--- config.mk ---
export PLATFORM = sky130hd
export DESIGN_NAME = clm_ctrl
export DESIGN_NICKNAME = d
export VERILOG_FILES = /design/src/rtl/clm_pkg.sv /design/src/rtl/clm_ctrl.sv
export SDC_FILE = /design/constraint.sdc
export NUM_CORES = 1
export LEC_CHECK = 0
export ABC_AREA = 1
export BUFFER_PORTS_ARGS = -buffer_cell sky130_fd_sc_hd__buf_2
export CAP_MARGIN = 20
export CORE_ASPECT_RATIO = 1.5
export CORE_UTILIZATION = 30
export DETAILED_ROUTE_END_ITERATION = 8
export MAX_ROUTING_LAYER = met4
export PLACE_DENSITY = 0.62
export SLEW_MARGIN = 20
export SYNTH_ARGS = -nofsm -noshare
export SYNTH_HDL_FRONTEND = slang
export SYNTH_SLANG_ARGS = --single-unit
--- constraint.sdc ---
create_clock -name clk -period 2 [get_ports clk]
set_input_delay 0.1 -clock clk [delete_from_list [all_inputs] [get_ports clk]]
set_output_delay 0.1 -clock clk [all_outputs]
set_load 0.05 [all_outputs]
--- src/rtl/clm_pkg.sv ---
// ----------------------------------------------------------------------------
// clm_pkg
// Shared types and constants of the cubic-linear template morphing block.
// ----------------------------------------------------------------------------
package clm_pkg;
  localparam int NUM_BINS = 64;
  localparam int NUM_SYSTEMATICS = 8;
  localparam int BIN_W = 6;
  localparam int SYS_W = 3;
  localparam int ADDR_W = BIN_W + SYS_W;
  localparam int DATA_W = 32;
  localparam int ONE_Q16 = 65536;

  typedef enum logic [2:0] {
    KIND_NOMINAL = 3'd0,
    KIND_PLUS    = 3'd1,
    KIND_MINUS   = 3'd2,
    KIND_PARAM   = 3'd3,
    KIND_FACTOR  = 3'd4,
    KIND_EVAL    = 3'd5
  } kind_t;

  typedef enum logic [3:0] {
    ST_IDLE, ST_DELTA, ST_DSAT, ST_NOM, ST_RD, ST_TERMS, ST_D3, ST_MUL,
    ST_ACC, ST_OUT
  } state_t;

  // Controller to datapath commands.
  typedef struct packed {
    logic             nom_we;
    logic             plus_we;
    logic             minus_we;
    logic             par_we;
    logic             fac_we;
    logic             delta_mul;
    logic             delta_sat;
    logic             acc_init;
    logic             rd;
    logic             terms;
    logic             d3;
    logic             mul;
    logic             acc_add;
    logic             out_load;
    logic [SYS_W-1:0] sys;
    logic [BIN_W-1:0] bin;
  } cmd_t;
endpackage

--- src/rtl/clm_ctrl.sv ---
// ----------------------------------------------------------------------------
// clm_ctrl
// Sequencer: decodes loads, walks bins and systematics on evaluate.
// ----------------------------------------------------------------------------
module clm_ctrl (
  input  logic                         clk,
  input  logic                         rst_n,
  input  logic                         in_tvalid,
  output logic                         in_tready,
  input  logic [2:0]                   in_kind,
  input  logic [clm_pkg::SYS_W-1:0]    in_sys,
  input  logic [clm_pkg::BIN_W-1:0]    in_bin,
  output logic                         out_tvalid,
  input  logic                         out_tready,
  output logic [clm_pkg::BIN_W-1:0]    out_bin,
  output logic                         out_last,
  output clm_pkg::cmd_t                cmd
);
  clm_pkg::state_t state_r, state_nxt;
  logic [clm_pkg::SYS_W-1:0] sys_r, sys_nxt;
  logic [clm_pkg::BIN_W-1:0] bin_r, bin_nxt;
  logic valid_r, valid_nxt;
  logic [clm_pkg::BIN_W-1:0] obin_r, obin_nxt;
  logic acc;

  assign out_tvalid = valid_r;
  assign out_bin    = obin_r;
  assign out_last   = (obin_r == clm_pkg::BIN_W'(clm_pkg::NUM_BINS - 1));

  always_ff @(posedge clk) begin
    if (!rst_n) begin
      state_r <= clm_pkg::ST_IDLE;
      valid_r <= 1'b0;
      sys_r <= '0;
      bin_r <= '0;
      obin_r <= '0;
    end else begin
      state_r <= state_nxt;
      valid_r <= valid_nxt;
      sys_r <= sys_nxt;
      bin_r <= bin_nxt;
      obin_r <= obin_nxt;
    end
  end

  always_comb begin
    state_nxt = state_r;
    sys_nxt = sys_r;
    bin_nxt = bin_r;
    obin_nxt = obin_r;
    valid_nxt = valid_r && !out_tready;
    cmd = '0;
    cmd.sys = sys_r;
    cmd.bin = bin_r;
    in_tready = 1'b0;
    acc = 1'b0;
    case (state_r)
      clm_pkg::ST_IDLE: begin
        in_tready = 1'b1;
        acc = in_tvalid;
        cmd.sys = in_sys;
        cmd.bin = in_bin;
        if (acc) begin
          case (in_kind)
            clm_pkg::KIND_NOMINAL: cmd.nom_we = 1'b1;
            clm_pkg::KIND_PLUS:    cmd.plus_we = 1'b1;
            clm_pkg::KIND_MINUS:   cmd.minus_we = 1'b1;
            clm_pkg::KIND_PARAM:   cmd.par_we = 1'b1;
            clm_pkg::KIND_FACTOR:  cmd.fac_we = 1'b1;
            clm_pkg::KIND_EVAL: begin
              bin_nxt = '0;
              sys_nxt = '0;
              state_nxt = clm_pkg::ST_NOM;
            end
            default: ;
          endcase
        end
      end
      clm_pkg::ST_NOM: begin
        // Nominal read address is presented; next cycle loads the accumulator.
        state_nxt = clm_pkg::ST_DELTA;
      end
      clm_pkg::ST_DELTA: begin
        if (sys_r == '0) cmd.acc_init = 1'b1;
        cmd.delta_mul = 1'b1;
        state_nxt = clm_pkg::ST_DSAT;
      end
      clm_pkg::ST_DSAT: begin
        cmd.delta_sat = 1'b1;
        state_nxt = clm_pkg::ST_RD;
      end
      clm_pkg::ST_RD: begin
        cmd.terms = 1'b1;
        state_nxt = clm_pkg::ST_D3;
      end
      clm_pkg::ST_D3: begin
        cmd.d3 = 1'b1;
        state_nxt = clm_pkg::ST_MUL;
      end
      clm_pkg::ST_MUL: begin
        cmd.mul = 1'b1;
        state_nxt = clm_pkg::ST_ACC;
      end
      clm_pkg::ST_ACC: begin
        cmd.acc_add = 1'b1;
        if (sys_r == clm_pkg::SYS_W'(clm_pkg::NUM_SYSTEMATICS - 1)) begin
          state_nxt = clm_pkg::ST_OUT;
        end else begin
          sys_nxt = sys_r + 1'b1;
          state_nxt = clm_pkg::ST_DELTA;
        end
      end
      clm_pkg::ST_OUT: begin
        if (!valid_r || out_tready) begin
          cmd.out_load = 1'b1;
          valid_nxt = 1'b1;
          obin_nxt = bin_r;
          sys_nxt = '0;
          if (bin_r == clm_pkg::BIN_W'(clm_pkg::NUM_BINS - 1)) begin
            state_nxt = clm_pkg::ST_IDLE;
          end else begin
            bin_nxt = bin_r + 1'b1;
            state_nxt = clm_pkg::ST_NOM;
          end
        end
      end
      default: state_nxt = clm_pkg::ST_IDLE;
    endcase
  end
endmodule

==> Word level (Yosys, flattened, before mapping) <==
Index checks and enable logic that the tools add are counted.
{ "classes": {"n_addsub": 2, "muxes": 37, "eq_ne": 21, "n_reduce_logical": 13} }
{ "op_table": {"columns": ["operator", "count"], "rows": [
  ["$pmux W4 S9", 1],
  ["$mux W6", 4],
  ["$mux W1", 18],
  ["$mux W4", 4],
  ["$eq A4 B3 Y1 const B", 3],
  ["$eq A6 B6 Y1 const B", 2],
  ["$mux W3", 4],
  ["$pmux W6 S2", 1],
  ["$mux W5", 2],
  ["$reduce_and A5 Y1", 2],
  ["$eq A3 B3 Y1 const B", 3],
  ["$mux W9", 1],
  ["$pmux W3 S3", 1],
  ["$eq A4 B2 Y1 const B", 2],
  ["$eq A4 B4 Y1 const B", 2],
  ["$ne A2 B2 Y1 const B", 4],
  ["$add A6 B1 Y6 const B", 1],
  ["$eq A3 B2 Y1 const B", 2],
  ["$logic_not A3 Y1", 2],
  ["$eq A4 B1 Y1 const B", 1],
  ["$logic_not A4 Y1", 1],
  ["$add A3 B1 Y3 const B", 1],
  ["$eq A3 B1 Y1 const B", 1],
  ["$reduce_and A3 Y1", 1],
  ["8 further kinds", 9]
]} }
{ "word_totals": {"input_bits": 16, "wordCells": 78, "output_inout_bits": 32, "regBits": 20} }

==> Logic depth before layout (Yosys ltp) <==
Gate-level depths: netlist of the first run.
{ "depth": {"depth_word": 4, "ltp_mapped": 10, "mapped_depth_nobuf": 10} }

==> Worst setup path after synthesis of the first run <==
No wires, ideal clock.
{ "synth_timing": {"path_kind": "flip-flop to output port", "from": "reg state_r[3]", "to": "out cmd[15] (netlist name)", "path_buffers": 0, "required_ns": 1.900, "stages_incl_launch_ff": 6, "path_slack_ns": -0.587, "t_arrival_ns": 2.487, "path_cell_list": "dfxtp_1 -> inv_1 -> nand2_1 -> nor3_1 -> nand2_1 -> nor2_1"} }
{ "synth_lines": {"columns": ["element", "line", "source"], "rows": [
  ["start: declaration", "clm_ctrl.sv:19", "clm_pkg::state_t state_r, state_nxt;"],
  ["start signal: assignment", "clm_ctrl.sv:32", "state_r <= clm_pkg::ST_IDLE;"],
  ["start signal: assignment", "clm_ctrl.sv:38", "state_r <= state_nxt;"],
  ["end: declaration", "clm_ctrl.sv:17", "output clm_pkg::cmd_t cmd"]
]} }

==> results of run 1 <==
[synth_stat cells, types with 3 or more instances]
master / n
nand2_1: 59
nor3_1: 9
ha_1: 4
nor2_1: 22
nand4_1: 5
nand2_2: 5
nand3_1: 13
nand2_4: 5
a21oi_1: 11
dfxtp_1: 20
inv_1: 23
o21ai_0: 14
nor2_4: 4
nor2_8: 3
[flip-flops by register name, indices dropped and copies added (netlist names)]
name,cells
bin_r,6
out_bin,6
state_r,4
sys_r,3
out_tvalid,1
[per-stage QoR]
stage / setup WS, ns / area [um2] / total power [mW]
4_1_cts: 0.09737 / 1828 / 2.995
5_1_grt: 0.02354 / 1836 / 3.204
3_3_place_gp: 0.4390 / 1757 / 2.570
2_1_floorplan: -0.2021 / 1479 / 2.247
6_report: 0.1348 / 1836 / 2.968
3_5_place_dp: 0.3940 / 1757 / 2.582
[worst paths after layout]
check / cells after the start / endpoint / slack, ns / startpoint
setup reg to reg: 10 / bin_r[1]$_SDFFE_PN0P_ / 0.47 / bin_r[1]$_SDFFE_PN0P_
hold / removal: 3 / sys_r[0]$_SDFFE_PN0P_ / 0.11 / rst_n
setup / recovery: 6 / cmd[19] / 0.13 / state_r[1]$_SDFFE_PN0P_
hold reg to reg: 2 / out_bin[4]$_SDFFE_PN0P_ / 0.47 / out_bin[4]$_SDFFE_PN0P_
[layout make-up]
type | count | share of cell area, %
Inverter | 27 | 5.726
Multi-Input combinational cell | 167 | 50.85
Timing Repair Buffer | 47 | 13.36
Tap cell | 64 | 4.363
Sequential cell | 20 | 21.81
Clock inverter | 1 | 1.636
Clock buffer | 3 | 2.249
[kinds of logic (layout without fill, tap and decap cells)]
| group | after synthesis | in the layout | synth area share, % |
|---|---|---|---|
| simple gates | 132 | 132 | 48.03 |
| buf+inv | 33 | 78 | 9.914 |
| compound gates | 30 | 30 | 11.03 |
| flops | 20 | 20 | 27.35 |
| fa+ha+maj | 4 | 4 | 3.419 |
| other cells | 1 | 1 | 0.2562 |
[worst reg2reg max path: cells and delay by family (launching register included)]
| kind | cells | cell delay, ns |
|---|---|---|
| flops | 1 | 0.40 |
| simple gates | 9 | 0.76 |
| fa+ha+maj | 1 | 0.26 |
[power breakdown]
part | switching [mW] | internal, mW | total, mW
logic | 1.47 | 0.533 | 2.01
clock network | 0.140 | 0.267 | 0.408
registers | 0.104 | 0.450 | 0.554
total | 1.72 | 1.25 | 2.97
[what timing repair did]
| item | 4_1_cts | 5_1_grt |
|---|---|---|
| endpoints found under the setup margin | 0 | 3 |
| resized for setup | 0 | 3 |
| buffers inserted | 0 | 0 |
| endpoints found under the hold margin | 0 | 0 |
[placed cells by master (no fill, tap or decap), types with 4 or more instances in the layout]
cell and count:
o21ai_0 14, inv_1 23, buf_2 43, nor2_1 22, nand2_2 5, nor3_1 6, a21oi_1 11, nand3_1 13
nand4_1 5, ha_1 4, nand2_4 5, dfxtp_1 20, nor2_4 4, nand2_1 59
[per-layer routing]
| layer | global-route usage [%] | vias up |
|---|---|---|
| met5 | - | - |
| met4 | 6.061 | 0 |
| met3 | 1.477 | 5 |
| met2 | 26.96 | 30 |
| met1 | 17.45 | 679 |
| li1 | - | 802 |
==> results.py, run 1 <==
metrics = {
    "placement": {
        "numPortBuffers": 46,
        "dp_cells": 325,
        "gp_congestion": 0.8495,
        "hpwlAfterDp_um": 2826,
    },
    "clock_network": {
        "root_buffer": "clkbuf_8",
        "hold_buffers": 0,
        "clockBufferDepth": 2,
        "cts_tree": "yes",
        "clock-sinks": 20,
        "numCtsBuffers": 3,
        "clk_latency_ns": 0.26,
        "clkTransAtPathRegs_ns": 0.08,
        "htreeDepth": 1,
    },
    "sta": {
        "hold_ws_ns": 0.1098,
        "setup_violations": 0,
        "finalClockSkew_ns": 0.002606,
        "period_share_pct": 93.26,
        "max_clock_freq_mhz": 536.1,
        "setup-tns-final_ns": 0,
        "worst_pin_slew_ns": 0.5316,
        "slew_viol_final": 0,
        "rsz0062_at_grt": "false",
        "min_period_ns": 1.865,
        "slew-limit-headroom_pct": 64.52,
        "hold_viol_final": 0,
    },
    "layout": {
        "regArea_um2": 400.4,
        "nFillCells": 507,
        "postLayoutCoreUtil_pct": 39.76,
        "final_cells": 329,
        "multi_input_area_um2": 933.4,
        "layout-drive-gt1-share_pct": 30.57,
        "n_antenna_cell": 0,
        "layout.nets": 286,
        "syn_to_final_growth_pct": 25.38,
    },
    "critical_path": {
        "cp-start-kind": "flip-flop",
        "crit_type": "reg2out",
        "worstPathMaxFanout": 19,
        "critPathRequiredTime_ns": 1.90,
        "endpoint_kind": "primary output",
        "crit_buf_inv": 2,
        "crit_slowest_cell": "dfxtp_1",
        "critPathArrivalTime_ns": 1.77,
        "worstPathCellList": "nor2_8 -> nand2_8 -> inv_4 -> nand3b_1 -> nor3_2 -> clkbuf_4",
        "critical-path-top-delay-family": "simple AND/OR/NAND/NOR gates",
        "critPathMaxStageDelay_ns": 0.45,
    },
    "floorplanning": {
        "fp.dieH_um": 87.56,
        "core_area_um2": 4617,
        "die_w_um": 59.04,
        "rows": 30,
        "dieArea_um2": 5169,
        "initial_utilization_pct": 31.71,
        "pin_count": 48,
    },
    "yosys": {
        "ys_ff_latch": 20,
        "syn_area_um2": 1464,
        "yosysWarningCount": 0,
        "yosysTopAreaCell": "dfxtp_1",
        "ys.flop_type": "dfxtp_1",
        "ys_async_sr_fraction_pct": 0,
        "postSynthCellCount": 220,
        "netlist.area_leader.share_pct": 27.35,
        "synth.area.top_cells": "dfxtp_1, nand2_1, inv_1",
        "synth_edf_count": 0,
        "yosysUniqueCellTypes": 31,
        "ys_seq_area_share_pct": 27.35,
        "synth_nets": 240,
        "avgSynthCellArea_um2": 6.654,
    },
    "detailed_routing": {
        "met1Wirelength_um": 1554,
        "dr.pass1.iters": 4,
        "drcViolationCount": 0,
        "detail_route.wl_per_cell_um": 10.82,
        "vias_per_cell": 4.608,
        "dr_wl_met2_um": 1853,
        "ant_nets": 0,
        "wl_met3_um": 102,
        "wl_um": 3559,
        "initialDrtViolationCount": 45,
        "top_layer_used": "met4",
        "vias": 1516,
    },
    "grt": {
        "antenna_found_initial": 0,
        "grt_use_total_pct": 15.32,
        "grt_pass1_wl_um": 5947,
        "grt_pass1_vias": 1311,
        "gr-total-overflow": 0,
        "grt_max_degree": 20,
    },
    "power": {
        "p_leak_nw": 0.9040,
        "powerDensity_nw_per_um2": 1617,
        "ir_drop_mv": 0.6975,
    },
    "run_status": {
        "run_status": "completed",
    },
    "worst_hold_path": {
        "min_path_type": "in2reg",
    },
    "flow_run": {
        "drv_cap": 0,
    },
}
Note: power is estimated with default switching activity, not from simulation.
==> inputs of run 2 (changes only) <==
--- a/config.mk
+++ b/config.mk
@@ -6,10 +6,12 @@
 export NUM_CORES = 1
 export LEC_CHECK = 0
 export ABC_AREA = 1
-export BUFFER_PORTS_ARGS = -buffer_cell sky130_fd_sc_hd__buf_2
+export BUFFER_PORTS_ARGS = -buffer_cell sky130_fd_sc_hd__buf_4
 export CAP_MARGIN = 20
 export CORE_ASPECT_RATIO = 1.5
+export CORE_MARGIN = 4
 export CORE_UTILIZATION = 30
+export CTS_BUF_LIST = sky130_fd_sc_hd__clkbuf_8
 export DETAILED_ROUTE_END_ITERATION = 8
 export MAX_ROUTING_LAYER = met4
 export PLACE_DENSITY = 0.62
==> results.py, run 2 (synthesized netlist as in run 1, its figures left out) <==
metrics = {
    "sta": {
        "hold_ws_ns": 0.1089,
        "min_period_ns": 1.811,
        "slew_viol_final": 0,
        "slew-limit-headroom_pct": 63.87,
        "rsz0062_at_grt": "false",
        "setup_violations": 0,
        "hold_viol_final": 0,
        "period_share_pct": 90.55,
        "finalClockSkew_ns": 0.005609,
        "worst_pin_slew_ns": 0.5413,
        "setup-tns-final_ns": 0,
        "max_clock_freq_mhz": 552.2,
        "setup_slack_ns": 0.1890,
    },
    "floorplanning": {
        "rows": 30,
        "pin_count": 48,
        "core_area_um2": 4617,
        "dieArea_um2": 6084,
        "initial_utilization_pct": 31.71,
        "fp.dieH_um": 93.56,
        "die_w_um": 65.04,
    },
    "placement": {
        "dp_cells": 325,
        "place_area_um2": 1872,
        "numPortBuffers": 46,
        "hpwlAfterDp_um": 3136,
        "gp_congestion": 0.8728,
        "dpl_worst_slack_ns": 0.4629,
    },
    "detailed_routing": {
        "vias_per_cell": 4.620,
        "ant_nets": 0,
        "vias": 1520,
        "initialDrtViolationCount": 56,
        "dr.pass1.iters": 4,
        "wl_um": 3827,
        "drcViolationCount": 0,
        "detail_route.wl_per_cell_um": 11.63,
    },
    "clock_network": {
        "clk_latency_ns": 0.26,
        "clock-sinks": 20,
        "clockBufferDepth": 2,
        "root_buffer": "clkbuf_8",
        "ctsResizeCount": 0,
        "cts_tree": "yes",
        "clkTransAtPathRegs_ns": 0.08,
        "htreeDepth": 1,
        "hold_buffers": 0,
        "postCtsSetupBuffers": 0,
        "numCtsBuffers": 3,
    },
    "power": {
        "p_int_mw": 1.263,
        "p_sw_mw": 1.727,
        "ir_drop_mv": 0.6837,
        "power_frac_seq_pct": 18.6,
        "clkPwrFrac_pct": 10.3,
        "powerDensity_nw_per_um2": 1551,
        "power_frac_comb_pct": 71.1,
        "switching_share_pct": 57.76,
        "p_leak_nw": 0.9164,
        "p_total_mw": 2.989,
    },
    "worst_hold_path": {
        "min_path_type": "in2reg",
        "hp-start": "rst_n",
    },
    "layout": {
        "syn_to_final_growth_pct": 31.62,
        "final_cell_mix": "nand2_1, buf_4, inv_1, nor2_1, dfxtp_1",
        "n_antenna_cell": 0,
        "layout.nets": 286,
        "nFillCells": 521,
        "final_area_um2": 1927,
        "postLayoutCoreUtil_pct": 41.73,
        "final_common_cell": "nand2_1",
        "final_cells": 329,
        "layout-drive-gt1-share_pct": 30.57,
    },
    "critical_path": {
        "critPathRequiredTime_ns": 1.90,
        "crit_type": "reg2out",
        "cp-start-kind": "flip-flop",
        "rr_endpoint": "bin_r[5]$_SDFFE_PN0P_",
        "cp-endpoint": "cmd[21]",
        "r2r_cells": 8,
        "endpoint_kind": "primary output",
        "rrSetupSlack_ns": 0.51,
        "crit_start": "state_r[1]$_SDFFE_PN0P_",
        "worstPathMaxFanout": 19,
        "critPathArrivalTime_ns": 1.71,
        "rr_startpoint": "state_r[0]$_SDFFE_PN0P_",
    },
    "grt": {
        "gr-total-overflow": 0,
        "antenna_found_initial": 0,
        "grt_use_total_pct": 13.25,
        "grt_max_degree": 20,
        "grt_pass1_vias": 1476,
        "grt_pass1_wl_um": 6472,
    },
    "flow_run": {
        "drv_cap": 0,
    },
    "run_status": {
        "run_status": "completed",
    },
}
[run 2: cell count changes in the layout (fill, tap and decap cells not counted)]
cell,delta
clkbuf_4,-3
buf_2,-43
clkbuf_8,+1
bufinv_16,-1
buf_4,+46
[run 2: layout make-up]
class	instances	area (um2)	area share [%]
Clock buffer	4	55.05	2.857
Tap cell	64	80.08	4.156
Sequential cell	20	400.4	20.78
Timing Repair Buffer	47	352.8	18.31
Inverter	27	105.1	5.455
Multi-Input combinational cell	167	933.4	48.44
[run 2: power by group through the flow]
stage	sequential (mW)	clock, mW	combinational [mW]
after floorplan	0.493	0	1.75
after global placement	0.560	0	2.14
after detailed placement	0.566	0	2.15
after CTS	0.556	0.320	2.15
after global routing	0.572	0.334	2.32
final	0.557	0.308	2.12
[run 2: worst max-delay path, stage by stage (launching register included)]
cell and delay, ns:
dfxtp_1 0.45, nor2_8 0.19, nand2_8 0.10, inv_4 0.17
nand3b_1 0.19, nor2_1 0.14, buf_4 0.21
[run 2: per-layer routing]
layer  routed length [um]  GRT usage, %
met5                    0             -
met4                   28         3.633
met1                 1577         14.65
met3                  196         2.284
met2                 2025         24.17
[run 2: worst min-delay path by stage]
stage	end	cells past startpoint
after floorplan	sys_r[0]$_SDFFE_PN0P_	2
after global placement	state_r[3]$_SDFFE_PN0P_	3
after detailed placement	state_r[3]$_SDFFE_PN0P_	3
after CTS	sys_r[0]$_SDFFE_PN0P_	3
after global routing	sys_r[0]$_SDFFE_PN0P_	3
final	sys_r[0]$_SDFFE_PN0P_	3
==> inputs of run 3 (changes only) <==
==> constraint.sdc (replaced) <==
create_clock -name clk -period 2 [get_ports clk]
set_input_delay 0.2 -clock clk [delete_from_list [all_inputs] [get_ports clk]]
set_output_delay 0.2 -clock clk [all_outputs]
set_load 0.05 [all_outputs]
==> results.py, run 3 (synthesized netlist as in run 1, its figures left out) <==
metrics = {
    "layout": {
        "nFillCells": 509,
        "final_cell_mix": "nand2_1, buf_4, inv_1, nor2_1, dfxtp_1",
        "layout-drive-gt1-share_pct": 32.08,
        "final_cells": 329,
        "n_antenna_cell": 0,
        "layout.nets": 286,
        "syn_to_final_growth_pct": 32.39,
        "final_common_cell": "nand2_1",
        "multi_input_area_um2": 938.4,
        "regArea_um2": 404.1,
    },
    "clock_network": {
        "htreeDepth": 1,
        "clk_latency_ns": 0.26,
        "clkTransAtPathRegs_ns": 0.08,
        "postCtsSetupBuffers": 0,
        "clockBufferDepth": 2,
        "root_buffer": "clkbuf_8",
        "numCtsBuffers": 3,
        "clock-sinks": 20,
        "cts_tree": "yes",
    },
    "power": {
        "switching_share_pct": 57.86,
        "power_frac_seq_pct": 18.5,
        "powerDensity_nw_per_um2": 1558,
        "p_int_mw": 1.272,
        "p_sw_mw": 1.747,
        "p_total_mw": 3.019,
        "ir_drop_mv": 0.7723,
        "clkPwrFrac_pct": 10.4,
        "p_leak_nw": 0.9182,
        "power_frac_comb_pct": 71.0,
    },
    "critical_path": {
        "rrSetupSlack_ns": 0.56,
        "endpoint_kind": "primary output",
        "critPathRequiredTime_ns": 1.80,
        "worstPathMaxFanout": 19,
        "critPathArrivalTime_ns": 1.63,
        "cp-start-kind": "flip-flop",
        "crit_type": "reg2out",
    },
    "detailed_routing": {
        "vias_per_cell": 4.562,
        "dr.pass1.iters": 4,
        "ant_nets": 0,
        "detail_route.wl_per_cell_um": 11.67,
        "drcViolationCount": 0,
        "initialDrtViolationCount": 40,
        "wl_um": 3839,
        "vias": 1501,
    },
    "sta": {
        "finalClockSkew_ns": 0.001736,
        "worst_pin_slew_ns": 0.5235,
        "setup_slack_ns": 0.1667,
        "setup_violations": 0,
        "period_share_pct": 91.66,
        "min_period_ns": 1.833,
        "rsz0062_at_grt": "false",
        "slew-limit-headroom_pct": 65.06,
        "slew_viol_final": 0,
        "hold_viol_final": 0,
        "setup-tns-final_ns": 0,
        "hold_ws_ns": 0.2100,
        "max_clock_freq_mhz": 545.5,
    },
    "floorplanning": {
        "pin_count": 48,
        "core_area_um2": 4617,
        "dieArea_um2": 6084,
        "initial_utilization_pct": 31.71,
        "rows": 30,
        "die_w_um": 65.04,
        "fp.dieH_um": 93.56,
    },
    "grt": {
        "antenna_found_initial": 0,
        "grt_max_degree": 20,
        "grt_use_total_pct": 13.23,
        "gr-total-overflow": 0,
        "grt_pass1_vias": 1493,
        "grt_pass1_wl_um": 6472,
    },
    "worst_hold_path": {
        "min_path_type": "in2reg",
    },
    "placement": {
        "numPortBuffers": 46,
        "gp_congestion": 0.8477,
        "dpl_worst_slack_ns": 0.3366,
        "dp_cells": 325,
        "hpwlAfterDp_um": 3092,
    },
    "run_status": {
        "run_status": "completed",
    },
    "flow_run": {
        "drv_cap": 0,
    },
}
## run 3: power groups by stage
| stage | Sequential [mW] | Clock [mW] | Combinational (mW) |
|---|---|---|---|
| final | 0.559 | 0.315 | 2.14 |
| after global routing | 0.574 | 0.336 | 2.33 |
| after CTS | 0.554 | 0.319 | 2.16 |
| after detailed placement | 0.563 | 0 | 2.16 |
| after global placement | 0.561 | 0 | 2.14 |
| after floorplan | 0.493 | 0 | 1.75 |
## run 3: cell type report
cell class	instances	area share (%)
clock buffer	4	2.841
multi-input combinational	167	48.42
inverter	27	5.552
sequential	20	20.85
tap	64	4.132
timing repair buffer	47	18.21
## run 3: layer usage
| layer | wire, um | global-route usage, % | part of all wire (%) |
|---|---|---|---|
| met4 | 35 | 3.979 | 0.91 |
| met5 | 0 | - | 0 |
| met1 | 1566 | 14.08 | 41 |
| met3 | 202 | 2.284 | 5.3 |
| met2 | 2035 | 24.59 | 53 |
## run 3: worst max-delay path, cell delays in order, from the launching register on
cell and delay (ns):
dfxtp_1 0.38, nor2_4 0.20, nand2_8 0.11, inv_6 0.14, nand3b_1 0.18, nor3_2 0.14, buf_4 0.22
## run 3: repair_timing
item | CTS | global route
hold buffers | 0 | 0
setup endpoints to repair | 0 | 4
resized for setup | 0 | 4
## run 3: through the flow
stage                     utilization, %  cell area [um2]
after floorplan                        -             1484
after global placement             40.65             1877
after detailed placement           40.65             1877
after CTS                          41.84             1932
after global routing               41.98             1938
final                              41.98             1938
## run 3: path summary, 6_finish.rpt
kind                             end               startpoint  cells after the start
max reg2reg    bin_r[1]$_SDFFE_PN0P_    bin_r[1]$_SDFFE_PN0P_                     10
min reg2reg  out_bin[4]$_SDFFE_PN0P_  out_bin[4]$_SDFFE_PN0P_                      2
min          state_r[3]$_SDFFE_PN0P_                    rst_n                      3
max                          cmd[19]  state_r[3]$_SDFFE_PN0P_                      6
